==> config.mk <==
export PLATFORM = sky130hd
export DESIGN_NAME = postfix_expression_evaluator_unit
export DESIGN_NICKNAME = d
export VERILOG_FILES = /design/src/rtl/pfx_pkg.sv /design/src/rtl/pfx_div.sv /design/src/rtl/pfx_dpath.sv /design/src/rtl/pfx_ctrl.sv /design/src/rtl/postfix_expression_evaluator_unit.sv
export SDC_FILE = /design/constraint.sdc
export NUM_CORES = 2
export LEC_CHECK = 0
export ABC_CLOCK_PERIOD_IN_PS = 13550
export BUFFER_PORTS_ARGS = -buffer_cell sky130_fd_sc_hd__buf_2
export CAP_MARGIN = 20
export CORE_MARGIN = 8
export CORE_UTILIZATION = 60
export CTS_CLUSTER_DIAMETER = 100
export CTS_CLUSTER_SIZE = 24
export DETAILED_ROUTE_END_ITERATION = 16
export GPL_ROUTABILITY_DRIVEN = 0
export PLACE_DENSITY = 0.76
export SYNTH_ARGS = -nofsm -noshare
export SYNTH_HDL_FRONTEND = slang
export SYNTH_SLANG_ARGS = --single-unit
==> constraint.sdc <==
create_clock -name clk -period 13.55 [get_ports clk]
set_clock_uncertainty 0.2 [all_clocks]
set_input_delay 3.3875 -clock clk [delete_from_list [all_inputs] [get_ports clk]]
set_output_delay 3.3875 -clock clk [all_outputs]
set_load 0.02 [all_outputs]
==> src/rtl/pfx_pkg.sv <==
// ----------------------------------------------------------------------------
// pfx_pkg
// Shared constants and controller/datapath interface types for the postfix
// expression evaluator.
// ----------------------------------------------------------------------------
package pfx_pkg;

  localparam int DATA_W = 32;
  localparam int CHAR_W = 8;
  localparam int FLAG_W = 3;

  // operator characters
  localparam logic [CHAR_W-1:0] CH_ADD = 8'h2B;  // '+'
  localparam logic [CHAR_W-1:0] CH_SUB = 8'h2D;  // '-'
  localparam logic [CHAR_W-1:0] CH_MUL = 8'h2A;  // '*'
  localparam logic [CHAR_W-1:0] CH_DIV = 8'h2F;  // '/'

  // operand bytes push (byte - '0')
  localparam logic [DATA_W-1:0] ASCII_ZERO = 32'd48;

  // controller -> datapath
  typedef struct packed {
    logic load;       // take the incoming item
    logic pop;        // pop one entry (read issued to the stack memory)
    logic cap_b;      // capture popped value into b
    logic cap_a;      // capture popped value into a
    logic alu;        // compute add/sub/mul or operand value into r
    logic div_start;  // launch the divider on a / b
    logic div_cap;    // capture quotient into r
    logic push;       // push r
    logic emit;       // load the output register, clear stack and flags
  } pfx_cmd_t;

  // datapath -> controller
  typedef struct packed {
    logic is_op;
    logic is_div;
    logic last;
    logic div_done;
    logic out_free;
  } pfx_stat_t;

endpackage

==> src/rtl/pfx_div.sv <==
// ----------------------------------------------------------------------------
// pfx_div
// Signed 32-bit divider, truncating toward zero. Restoring radix-2 on the
// magnitudes, one quotient bit per cycle; done pulses after 32 steps.
// ----------------------------------------------------------------------------
module pfx_div
  import pfx_pkg::*;
(
  input  logic              clk,
  input  logic              rst,
  input  logic              start,
  input  logic [DATA_W-1:0] dividend,
  input  logic [DATA_W-1:0] divisor,
  output logic              done,
  output logic [DATA_W-1:0] quotient
);

  localparam int SW = $clog2(DATA_W + 1);

  logic              busy;
  logic [SW-1:0]     steps;
  logic              neg;
  logic [DATA_W-1:0] rem;
  logic [DATA_W-1:0] quo;
  logic [DATA_W-1:0] dvs;
  logic [DATA_W:0]   shifted;
  logic [DATA_W:0]   diff;

  assign shifted  = {rem, quo[DATA_W-1]};
  assign diff     = shifted - {1'b0, dvs};
  assign quotient = neg ? (DATA_W'(0) - quo) : quo;

  always_ff @(posedge clk) begin
    if (rst) begin
      busy  <= 1'b0;
      done  <= 1'b0;
      steps <= '0;
    end else begin
      done <= 1'b0;
      if (start) begin
        busy  <= 1'b1;
        steps <= SW'(DATA_W);
      end else if (busy) begin
        steps <= steps - SW'(1);
        if (steps == SW'(1)) begin
          busy <= 1'b0;
          done <= 1'b1;
        end
      end
    end
  end

  always_ff @(posedge clk) begin
    if (start) begin
      neg <= dividend[DATA_W-1] ^ divisor[DATA_W-1];
      quo <= dividend[DATA_W-1] ? (DATA_W'(0) - dividend) : dividend;
      dvs <= divisor[DATA_W-1] ? (DATA_W'(0) - divisor) : divisor;
      rem <= '0;
    end else if (busy) begin
      if (!diff[DATA_W]) begin
        rem <= diff[DATA_W-1:0];
        quo <= {quo[DATA_W-2:0], 1'b1};
      end else begin
        rem <= shifted[DATA_W-1:0];
        quo <= {quo[DATA_W-2:0], 1'b0};
      end
    end
  end

endmodule

==> src/rtl/pfx_dpath.sv <==
// ----------------------------------------------------------------------------
// pfx_dpath
// Datapath: operand stack memory with entry count, operand registers, ALU,
// divider, sticky error flags and the result output register.
// ----------------------------------------------------------------------------
module pfx_dpath
  import pfx_pkg::*;
#(
  parameter int STACK_DEPTH = 64
) (
  input  logic              clk,
  input  logic              rst,
  input  logic [CHAR_W-1:0] in_char,
  input  logic              in_last,
  input  pfx_cmd_t          cmd,
  output pfx_stat_t         st,
  output logic              m_tvalid,
  input  logic              m_tready,
  output logic [DATA_W-1:0] m_tdata,
  output logic [FLAG_W-1:0] m_tuser
);

  localparam int AW = (STACK_DEPTH > 1) ? $clog2(STACK_DEPTH) : 1;
  localparam int CW = $clog2(STACK_DEPTH + 1);

  logic [DATA_W-1:0] mem [STACK_DEPTH];
  logic [DATA_W-1:0] rd_data;
  logic [CW-1:0]     count;
  logic [CW-1:0]     cnt_dec;
  logic              full;
  logic              pop_empty;
  logic [CHAR_W-1:0] char_code;
  logic              last;
  logic [DATA_W-1:0] a;
  logic [DATA_W-1:0] b;
  logic [DATA_W-1:0] r;
  logic              flag_under;
  logic              flag_over;
  logic              flag_div0;
  logic              div_done;
  logic [DATA_W-1:0] div_q;

  assign cnt_dec = count - CW'(1);
  assign full    = (count == CW'(STACK_DEPTH));

  assign st.is_op    = (char_code == CH_ADD) || (char_code == CH_SUB) ||
                       (char_code == CH_MUL) || (char_code == CH_DIV);
  assign st.is_div   = (char_code == CH_DIV);
  assign st.last     = last;
  assign st.div_done = div_done;
  assign st.out_free = !m_tvalid || m_tready;

  pfx_div u_div (
    .clk      (clk),
    .rst      (rst),
    .start    (cmd.div_start),
    .dividend (a),
    .divisor  (b),
    .done     (div_done),
    .quotient (div_q)
  );

  // stack memory: one write or one registered read per cycle
  always_ff @(posedge clk) begin
    if (cmd.push && !full) begin
      mem[count[AW-1:0]] <= r;
    end
    if (cmd.pop) begin
      rd_data <= mem[cnt_dec[AW-1:0]];
    end
  end

  // control state: count, flags, output valid
  always_ff @(posedge clk) begin
    if (rst) begin
      count      <= '0;
      flag_under <= 1'b0;
      flag_over  <= 1'b0;
      flag_div0  <= 1'b0;
      m_tvalid   <= 1'b0;
    end else begin
      if (cmd.pop) begin
        if (count == '0) begin
          flag_under <= 1'b1;
        end else begin
          count <= cnt_dec;
        end
      end
      if (cmd.push) begin
        if (full) begin
          flag_over <= 1'b1;
        end else begin
          count <= count + CW'(1);
        end
      end
      if (cmd.div_start && (b == '0)) begin
        flag_div0 <= 1'b1;
      end
      if (cmd.emit) begin
        m_tvalid   <= 1'b1;
        count      <= '0;
        flag_under <= 1'b0;
        flag_over  <= 1'b0;
        flag_div0  <= 1'b0;
      end else if (m_tready) begin
        m_tvalid <= 1'b0;
      end
    end
  end

  // payload registers
  always_ff @(posedge clk) begin
    if (cmd.load) begin
      char_code <= in_char;
      last      <= in_last;
    end
    if (cmd.pop) begin
      pop_empty <= (count == '0);
    end
    if (cmd.cap_b) begin
      b <= pop_empty ? '0 : rd_data;
    end
    if (cmd.cap_a) begin
      a <= pop_empty ? '0 : rd_data;
    end
    if (cmd.alu) begin
      case (char_code)
        CH_ADD:  r <= a + b;
        CH_SUB:  r <= a - b;
        CH_MUL:  r <= a * b;
        default: r <= {{(DATA_W-CHAR_W){1'b0}}, char_code} - ASCII_ZERO;
      endcase
    end
    if (cmd.div_cap) begin
      r <= (b == '0) ? '0 : div_q;
    end
    if (cmd.emit) begin
      m_tdata <= b;
      m_tuser <= {flag_div0, flag_over, flag_under};
    end
  end

endmodule

==> src/rtl/pfx_ctrl.sv <==
// ----------------------------------------------------------------------------
// pfx_ctrl
// Controller: sequences pops, the operation and the push for each item, and
// the final pop and result hand-off after an expression's last item.
// ----------------------------------------------------------------------------
module pfx_ctrl
  import pfx_pkg::*;
(
  input  logic      clk,
  input  logic      rst,
  input  logic      s_tvalid,
  output logic      s_tready,
  input  pfx_stat_t st,
  output pfx_cmd_t  cmd
);

  typedef enum logic [3:0] {
    S_IDLE,
    S_POP_B,
    S_POP_A,
    S_CAP_A,
    S_EXEC,
    S_DIV_WAIT,
    S_PUSH,
    S_FIN_POP,
    S_FIN_CAP,
    S_EMIT
  } state_t;

  state_t state;
  state_t state_next;

  assign s_tready = (state == S_IDLE);

  always_comb begin
    cmd        = '0;
    state_next = state;
    case (state)
      S_IDLE: begin
        if (s_tvalid) begin
          cmd.load   = 1'b1;
          state_next = S_POP_B;
        end
      end
      S_POP_B: begin
        if (st.is_op) begin
          cmd.pop    = 1'b1;
          state_next = S_POP_A;
        end else begin
          state_next = S_EXEC;
        end
      end
      S_POP_A: begin
        cmd.cap_b  = 1'b1;
        cmd.pop    = 1'b1;
        state_next = S_CAP_A;
      end
      S_CAP_A: begin
        cmd.cap_a  = 1'b1;
        state_next = S_EXEC;
      end
      S_EXEC: begin
        if (st.is_div) begin
          cmd.div_start = 1'b1;
          state_next    = S_DIV_WAIT;
        end else begin
          cmd.alu    = 1'b1;
          state_next = S_PUSH;
        end
      end
      S_DIV_WAIT: begin
        if (st.div_done) begin
          cmd.div_cap = 1'b1;
          state_next  = S_PUSH;
        end
      end
      S_PUSH: begin
        cmd.push   = 1'b1;
        state_next = st.last ? S_FIN_POP : S_IDLE;
      end
      S_FIN_POP: begin
        cmd.pop    = 1'b1;
        state_next = S_FIN_CAP;
      end
      S_FIN_CAP: begin
        cmd.cap_b  = 1'b1;
        state_next = S_EMIT;
      end
      S_EMIT: begin
        // hold until the output register is free
        if (st.out_free) begin
          cmd.emit   = 1'b1;
          state_next = S_IDLE;
        end
      end
      default: state_next = S_IDLE;
    endcase
  end

  always_ff @(posedge clk) begin
    if (rst) begin
      state <= S_IDLE;
    end else begin
      state <= state_next;
    end
  end

endmodule

==> src/rtl/postfix_expression_evaluator_unit.sv <==
// ----------------------------------------------------------------------------
// postfix_expression_evaluator_unit
// Postfix (RPN) expression evaluator over a bounded stack of signed 32-bit
// operands.
// ----------------------------------------------------------------------------
// Usage:
//   Input stream s_*: one expression byte per item in s_tdata, s_tlast set on
//   the final byte. '+', '-', '*', '/' pop b then a and push a op b; any other
//   byte pushes (byte - 48). Errors (underflow, overflow, divide by zero) are
//   sticky until the end of the expression.
//   Output stream m_*: one item per expression, m_tdata = final value,
//   m_tuser = {divide_by_zero, overflow, underflow}.
//   Sequence: an operand byte is loaded, converted and pushed; +, - and * pop
//   b then a, compute and push; / runs the one-bit-per-cycle divider (32 steps)
//   before the push. A last byte adds the final pop and result hand-off. Pops
//   and pushes go through the single-port stack memory, one access per cycle.
//   The output register lets the next expression start while a result waits;
//   a stalled receiver holds the block only when the next result is ready.
//   Reset clears the entry count, flags and output valid; stack contents are
//   not cleared and need no clearing pass.
// ----------------------------------------------------------------------------
module postfix_expression_evaluator_unit
  import pfx_pkg::*;
#(
  parameter int STACK_DEPTH = 64
) (
  input  logic              clk,
  input  logic              rst,
  input  logic              s_tvalid,
  output logic              s_tready,
  input  logic [CHAR_W-1:0] s_tdata,   // [7:0] char_code
  input  logic              s_tlast,
  output logic              m_tvalid,
  input  logic              m_tready,
  output logic [DATA_W-1:0] m_tdata,   // [31:0] result_value
  output logic [FLAG_W-1:0] m_tuser    // [0] underflow, [1] overflow, [2] divide_by_zero
);

  pfx_cmd_t  cmd;
  pfx_stat_t st;

  pfx_ctrl u_ctrl (
    .clk      (clk),
    .rst      (rst),
    .s_tvalid (s_tvalid),
    .s_tready (s_tready),
    .st       (st),
    .cmd      (cmd)
  );

  pfx_dpath #(
    .STACK_DEPTH (STACK_DEPTH)
  ) u_dpath (
    .clk      (clk),
    .rst      (rst),
    .in_char  (s_tdata),
    .in_last  (s_tlast),
    .cmd      (cmd),
    .st       (st),
    .m_tvalid (m_tvalid),
    .m_tready (m_tready),
    .m_tdata  (m_tdata),
    .m_tuser  (m_tuser)
  );

`ifndef SYNTHESIS
  // one item in flight: input closes right after an accept
  a_single_item : assert property (@(posedge clk) disable iff (rst)
    (s_tvalid && s_tready) |=> !s_tready)
    else $error("input accepted while an item is in progress");

  // the divider only finishes while the controller waits for it
  a_div_handoff : assert property (@(posedge clk) disable iff (rst)
    st.div_done |-> cmd.div_cap)
    else $error("quotient ready outside the divide wait");

  // a pending result is never overwritten
  a_no_overwrite : assert property (@(posedge clk) disable iff (rst)
    cmd.emit |-> (!m_tvalid || m_tready))
    else $error("result emitted over an unaccepted item");
`endif

endmodule

* After elaboration in Yosys (flattened, before gate mapping)
Memory sizes are Yosys's and may differ from the RTL's. A register that Yosys moved wholly into a read port is not among the register bits.
Index checks and enable logic that the tools add are counted.
** Storage, ports and cells
- Bits of input ports :: 13
- Word-level logic and storage cells :: 124
- Register bits after elaboration :: 261
- Output and inout port bits :: 37
- RAM bits :: 2048
- Memories kept :: 1
** Cells by class
- Reductions and logical operators :: 22
- $add $sub $neg :: 10
- Muxes and demuxes :: 47
- Bitwise gates (word level) :: 2
- Multipliers :: 1
- Equality and inequality tests :: 18
** Memories
- u_dpath.mem :: words 64, bits a word 32, read ports 1, clocked after Yosys merged registers in 1, write ports 1, RTL line pfx_dpath.sv:26 : logic [DATA_W-1:0] mem [STACK_DEPTH];
** Operator list (count)
- 2-to-1 mux 32 bit :: 9
- one-hot mux 32 bit (3 select lines) :: 1
- subtractor 1 x 32 -> 32 bit, first input constant :: 3
- one-hot mux 4 bit (10 select lines) :: 1
- subtractor 33 x 32 -> 33 bit :: 1
- adder 32 bit :: 1
- == test 8 x 6 -> 1 bit, second input constant :: 4
- logical NOT 32 bit :: 1
- multiplier 32 x 32 -> 32 bit :: 1
- subtractor 32 bit :: 1
- 2-to-1 mux 31 bit :: 1
- 2-to-1 mux 7 bit :: 4
- 2-to-1 mux 1 bit :: 21
- == test 4 x 3 -> 1 bit, second input constant :: 4
- 2-to-1 mux 4 bit :: 3
- 2-to-1 mux 6 bit :: 2
- subtractor 8 x 6 -> 9 bit, second input constant :: 1
- == test 4 x 2 -> 1 bit, second input constant :: 2
- == test 4 bit, second input constant :: 2
- OR reduction 2 bit :: 4
- adder 7 x 1 -> 7 bit, second input constant :: 1
- == test 7 bit, second input constant :: 1
- logical NOT 7 bit :: 1
- subtractor 7 x 1 -> 7 bit, second input constant :: 1
- 18 further kinds :: 29

* Depth between registers and ports, before layout
- Depth in word-level cells :: 9
- Gate-level depth with buffers :: 28
- Depth with buffers taken out :: 26

* Cells and area by module
A second synthesis with hierarchy kept.
** Second synthesis, totals
- Cells, all modules :: 6441
- Area total of the unflattened synthesis :: 110748.7 sq um
** By module, submodules not included
- pfx_dpath :: times used 1, sequential area each 66914.2 sq um, area each 102572.1 sq um, cells an instance 5499
- pfx_div :: times used 1, sequential area each 2752.6 sq um, area each 7806.2 sq um, cells an instance 890
- pfx_ctrl :: times used 1, sequential area each 80.1 sq um, area each 370.4 sq um, cells an instance 52

* Least setup slack after synthesis
Ideal clock, no wire load.
- Path kind :: flip-flop to flip-flop
- Start point :: register u_dpath.b[5]
- End point :: register u_dpath.r[31] (data pin)
- Setup time :: 258 ps
- Clock period less this slack :: 7613 ps
- Data required time :: 13092 ps
- Arrival time :: 7156 ps
- Cell stages (with the launch flop) :: 27
- Slack :: 5937 ps
- Buffers on the path :: 2
- Path through :: edfxtp_1 clkbuf_1 clkbuf_1 and2_1 fa_1 fa_1 fa_1 inv_1 fa_1 inv_1 fa_1 inv_1 fa_1 inv_1 fa_1 fa_1 ha_1 a21o_1 a21o_1 a21oi_1 o21ai_0 a221oi_1 o21ai_0 o41ai_1 xnor2_1 o211ai_1 o2bb2ai_1
** On the way
- Cells in the longest elaborated chain, start to end :: 4
- Elaborated cells on any way between the ends :: 8
- Classes of those cells :: add/sub (2); mul (1); mux (4); reduce/logical (1)
** Ends and longest elaborated chain
- start: declaration :: RTL line pfx_dpath.sv:35 : logic [DATA_W-1:0] b;
- start signal: assignment :: RTL line pfx_dpath.sv:121 : b <= pop_empty ? '0 : rd_data;
- multiplier 32 x 32 -> 32 bit, or another cell as far along :: RTL line pfx_dpath.sv:130 : CH_MUL: r <= a * b;
- one-hot mux 32 bit (3 select lines) :: RTL line pfx_dpath.sv:127 : case (char_code)
- 2-to-1 mux 32 bit :: RTL line pfx_dpath.sv:126 : if (cmd.alu) begin
- 2-to-1 mux 32 bit * :: RTL line pfx_dpath.sv:134 : if (cmd.div_cap) begin
- end signal: assignment :: RTL line pfx_dpath.sv:128 : CH_ADD: r <= a + b;
- end signal: assignment :: RTL line pfx_dpath.sv:130
- end signal: assignment :: RTL line pfx_dpath.sv:131 : default: r <= {{(DATA_W-CHAR_W){1'b0}}, char_code} - ASCII_ZERO;
- end: declaration :: RTL line pfx_dpath.sv:36 : logic [DATA_W-1:0] r;
Every way passes the cells marked *; elsewhere a longest branch is shown, timed or not. The select of a mux whose other input is x is not followed.
A chain may end at the register's enable or synchronous reset.

* Final worst setup path
- Start point :: register u_dpath.a[16]
- End point :: register u_dpath.r[31] (data pin)
** On the way
- Cells in the longest elaborated chain, start to end :: 4
- Elaborated cells on any way between the ends :: 6
- Classes of those cells :: add/sub (2); mul (1); mux (3)
** Ends and longest elaborated chain
- start: declaration :: RTL line pfx_dpath.sv:34 : logic [DATA_W-1:0] a;
- start signal: assignment :: RTL line pfx_dpath.sv:124 : a <= pop_empty ? '0 : rd_data;
- multiplier 32 x 32 -> 32 bit, or another cell as far along :: RTL line pfx_dpath.sv:130
- one-hot mux 32 bit (3 select lines) * :: RTL line pfx_dpath.sv:127
- 2-to-1 mux 32 bit * :: RTL line pfx_dpath.sv:126
- 2-to-1 mux 32 bit * :: RTL line pfx_dpath.sv:134
Marked as above.

==> results.yml <==
run_status:
  status: "complete, no violations"
clock_network:
  cts_hold_buf: 0
  clock_latency_ns: 0.81
  post_cts_resized: 0
  cts_setup_buffers: 0
  cts_root_buf: "clkbuf_16"
  clock_sinks: 2341
  cts_tree: "done"
  clk_pin_slew_ns: 0.11
  cts_buffers: 110
  h-tree-depth: 3
  clk_path_buf_depth: 3
synthesis:
  synth_nets: 6967
  synth-seq-cells: 2341
  syn-instance-count: 6348
  yosysUniqueCellTypes: 71
  ys_dominant_reg_cell: "edfxtp_1"
  yosys_warnings: 0
  syn_avg_cell_area_um2: 17.33
  ys_seq_area_share_pct: 63.39
  syn_area_mm2: 0.1100
  synthArstFlopShare_pct: 0
  synth-edff-count: 2286
die:
  initial_core_util_pct: 60.22
  die_h_um: 444.2
  die_area_mm2: 0.1973
  coreArea_mm2: 0.1827
  row_count: 157
  fp.dieW_um: 444.2
  ios: 50
worst_setup_path:
  crit_family: "adder cells"
  cp.required_ns: 13.90
  r2r-end: "u_dpath.r[31]$_DFFE_PP_"
  crit_chain: "and2_1 -> fa_1 -> inv_1 -> fa_1 -> fa_1 -> fa_1 -> inv_1 -> fa_1 -> inv_1 -> fa_1 -> inv_1 -> fa_1 -> fa_1 -> ha_1 -> a21o_1 -> a21o_1 -> a21oi_1 -> o21ai_0 -> a221oi_1 -> o21ai_0 -> o41ai_1 -> xnor2_1 -> o211ai_1 -> o2bb2ai_1"
  ff2ff_setup_slack_ns: 4.98
  worst_ep_arrival_time_ns: 8.92
  r2r-start: "u_dpath.a[16]$_DFFE_PP_"
  crit_type: "register to register"
  startpoint_type: "register"
  cp_slowest_cell: "edfxtp_1"
  path_buf_inv: 4
  crit_fanout: 21
  endpoint: "u_dpath.r[31]$_DFFE_PP_"
  slowest_delay_ns: 0.76
  cp_num_cells: 24
  crit_start: "u_dpath.a[16]$_DFFE_PP_"
  cpMostUsedCell: "fa_1"
  reg2reg_depth: 24
  end_kind: "register"
timing:
  layout_min_cycle_time_ns: 8.568
  fin_crit_sh_pct: 63.23
  hold_viol: 0
  fin_tns_setup_ns: 0
  rsz0062_at_grt: "no"
  finalSetupViolCount: 0
  tightest_slew_ns: 1.167
  fmax_mhz: 116.7
  slew_headroom_pct: 22.04
  final_max_slew_viol_count: 0
global_route:
  antenna_found_initial: 21
  grt_max_degree: 163
  grt_pass1_vias: 60070
  grt_pass1_wl_mm: 413.7
  track_usage_pct: 28.76
  grt_overflow: 0
cells_and_area:
  drive_above_1_share_pct: 17.79
  final_cell_area_mm2: 0.1171
  mostFrequentLayoutCell: "edfxtp_1"
  fillers: 12290
  stdcell_count: 8792
  multi_input_area_mm2: 0.03783
  syn2layout_area_growth_pct: 6.400
  nNetsFinal: 6962
  utilization_pct: 64.08
  final_cell_mix: "edfxtp_1 (2286), mux4_2 (671), inv_1 (451)"
  regArea_mm2: 0.06975
hold_path:
  min_path_type: "register to register"
place:
  numPlacedInstances: 8615
  placed_area_mm2: 0.1139
  dp_hpwl_mm: 167.0
  port_buffers: 49
run:
  maxCapViolCount: 0
route:
  drtIter0Drc: 8339
  ant_nets: 0
  routed_wl_mm: 285.0
  wl_per_cell_um: 32.41
  drc: 0
  dr_total_vias: 59100
  via_per_inst: 6.722
  dr.pass1.iters: 8
-- worst min-delay path by stage --
stage,from,slack [ns],to,cells after the start
3_3_place_gp,u_dpath.flag_under$_SDFFE_PP0P_,0.22,u_dpath.m_tuser[0]$_DFFE_PP_,0
6_report,u_dpath.flag_under$_SDFFE_PP0P_,0.25,u_dpath.m_tuser[0]$_DFFE_PP_,0
4_1_cts,u_dpath.flag_under$_SDFFE_PP0P_,0.25,u_dpath.m_tuser[0]$_DFFE_PP_,0
3_5_place_dp,u_dpath.flag_over$_SDFFE_PP0P_,0.23,u_dpath.m_tuser[1]$_DFFE_PP_,0
2_1_floorplan,u_dpath.flag_under$_SDFFE_PP0P_,0.21,u_dpath.m_tuser[0]$_DFFE_PP_,0
5_1_grt,u_dpath.flag_under$_SDFFE_PP0P_,0.28,u_dpath.m_tuser[0]$_DFFE_PP_,0
-- cell usage after synthesis (5+ instances only) --
master	count	area [um^2]
a2111oi_0	6	52.55
a211oi_1	8	60.06
a21o_1	26	195.2
a21oi_1	131	655.6
a221oi_1	24	210.2
a31oi_1	10	62.56
and2_1	313	1958
and3_1	7	43.79
buf_1	56	210.2
buf_2	6	30.03
clkbuf_1	286	1074
dfxtp_1	55	1101
edfxtp_1	2286	68650
fa_1	410	8208
ha_1	196	2452
inv_1	452	1697
mux2_2	6	67.56
mux2i_1	32	320.3
mux4_2	671	15110
nand2_1	375	1408
nand2b_1	19	118.9
nand3_1	33	165.2
nand3b_1	8	60.06
nand4_1	10	62.56
nor2_1	170	638.1
nor2b_1	49	306.5
nor3_1	49	245.2
nor3b_1	5	37.54
nor4_1	12	75.07
o211ai_1	7	52.55
o21a_1	16	120.1
o21ai_0	154	770.7
o21bai_1	11	82.58
o22ai_1	31	193.9
o31ai_1	36	270.3
o41ai_1	8	70.07
or2_2	10	62.56
or3_1	32	200.2
or4_1	8	60.06
xnor2_1	157	1375
xor2_1	112	980.9
-- cell type report --
type	instances	area share, %
tap	2385	2.549
sequential	2341	59.58
antenna	15	0.03206
timing repair buffer	233	1.432
clock inverter	14	0.1710
multi-input combinational	3205	32.31
clock buffer	147	2.470
inverter	452	1.449
-- metal layers --
metal	wire [um]	GRT usage [%]	vias to the layer above
li1	-	-	23890
met4	15200	13.08	8
met3	29400	5.038	664
met1	101400	38.08	30830
met5	61	0	-
met2	138900	47.29	3698
-- state kept, by name, indices dropped and copies added (netlist names), 6 cells and up --
| name | flops |
|---|---|
| u_dpath.mem | 2048 |
| u_dpath.a | 32 |
| u_dpath.b | 32 |
| u_dpath.m_tdata | 32 |
| u_dpath.r | 32 |
| u_dpath.rd_data | 32 |
| u_dpath.u_div.dvs | 32 |
| u_dpath.u_div.quo | 32 |
| u_dpath.u_div.rem | 32 |
| u_dpath.char_code | 8 |
| u_dpath.count | 7 |
| u_dpath.u_div.steps | 6 |
-- per-stage QoR --
stage                     setup slack [ns]  hold WS (ns)
after floorplan                      5.937        0.2090
after global placement               5.224        0.2240
after detailed placement             5.060        0.2284
after CTS                            5.038        0.2512
after global routing                 4.781        0.2790
final                                4.982        0.2531
-- worst reg2reg max path, cell delays in order, from the launching register on --
cell and delay (ns):
edfxtp_1 0.76, and2_1 0.36, fa_1 0.54, inv_1 0.05
fa_1 0.49, fa_1 0.45, fa_1 0.55, inv_1 0.06
fa_1 0.51, inv_1 0.06, fa_1 0.53, inv_1 0.05
fa_1 0.50, fa_1 0.43, ha_1 0.35, a21o_1 0.20
a21o_1 0.16, a21oi_1 0.18, o21ai_0 0.09, a221oi_1 0.69
o21ai_0 0.27, o41ai_1 0.38, xnor2_1 0.20, o211ai_1 0.11
o2bb2ai_1 0.14
-- cell families (layout without fill, tap and decap cells) --
family / after synthesis / count (layout) / synth area share [%]
compound gates: 511 / 511 / 2.898
flops: 2341 / 2341 / 63.39
xor+xnor: 269 / 269 / 2.141
simple gates: 1110 / 1110 / 5.038
other cells: 0 / 15 / 0
fa+ha+maj: 606 / 606 / 9.689
mux: 709 / 709 / 14.09
buf+inv: 802 / 846 / 2.753
Power is left out: the tool's default activity adds up to more than one toggle a clock period on the data nets, which glitch-free logic cannot reach.
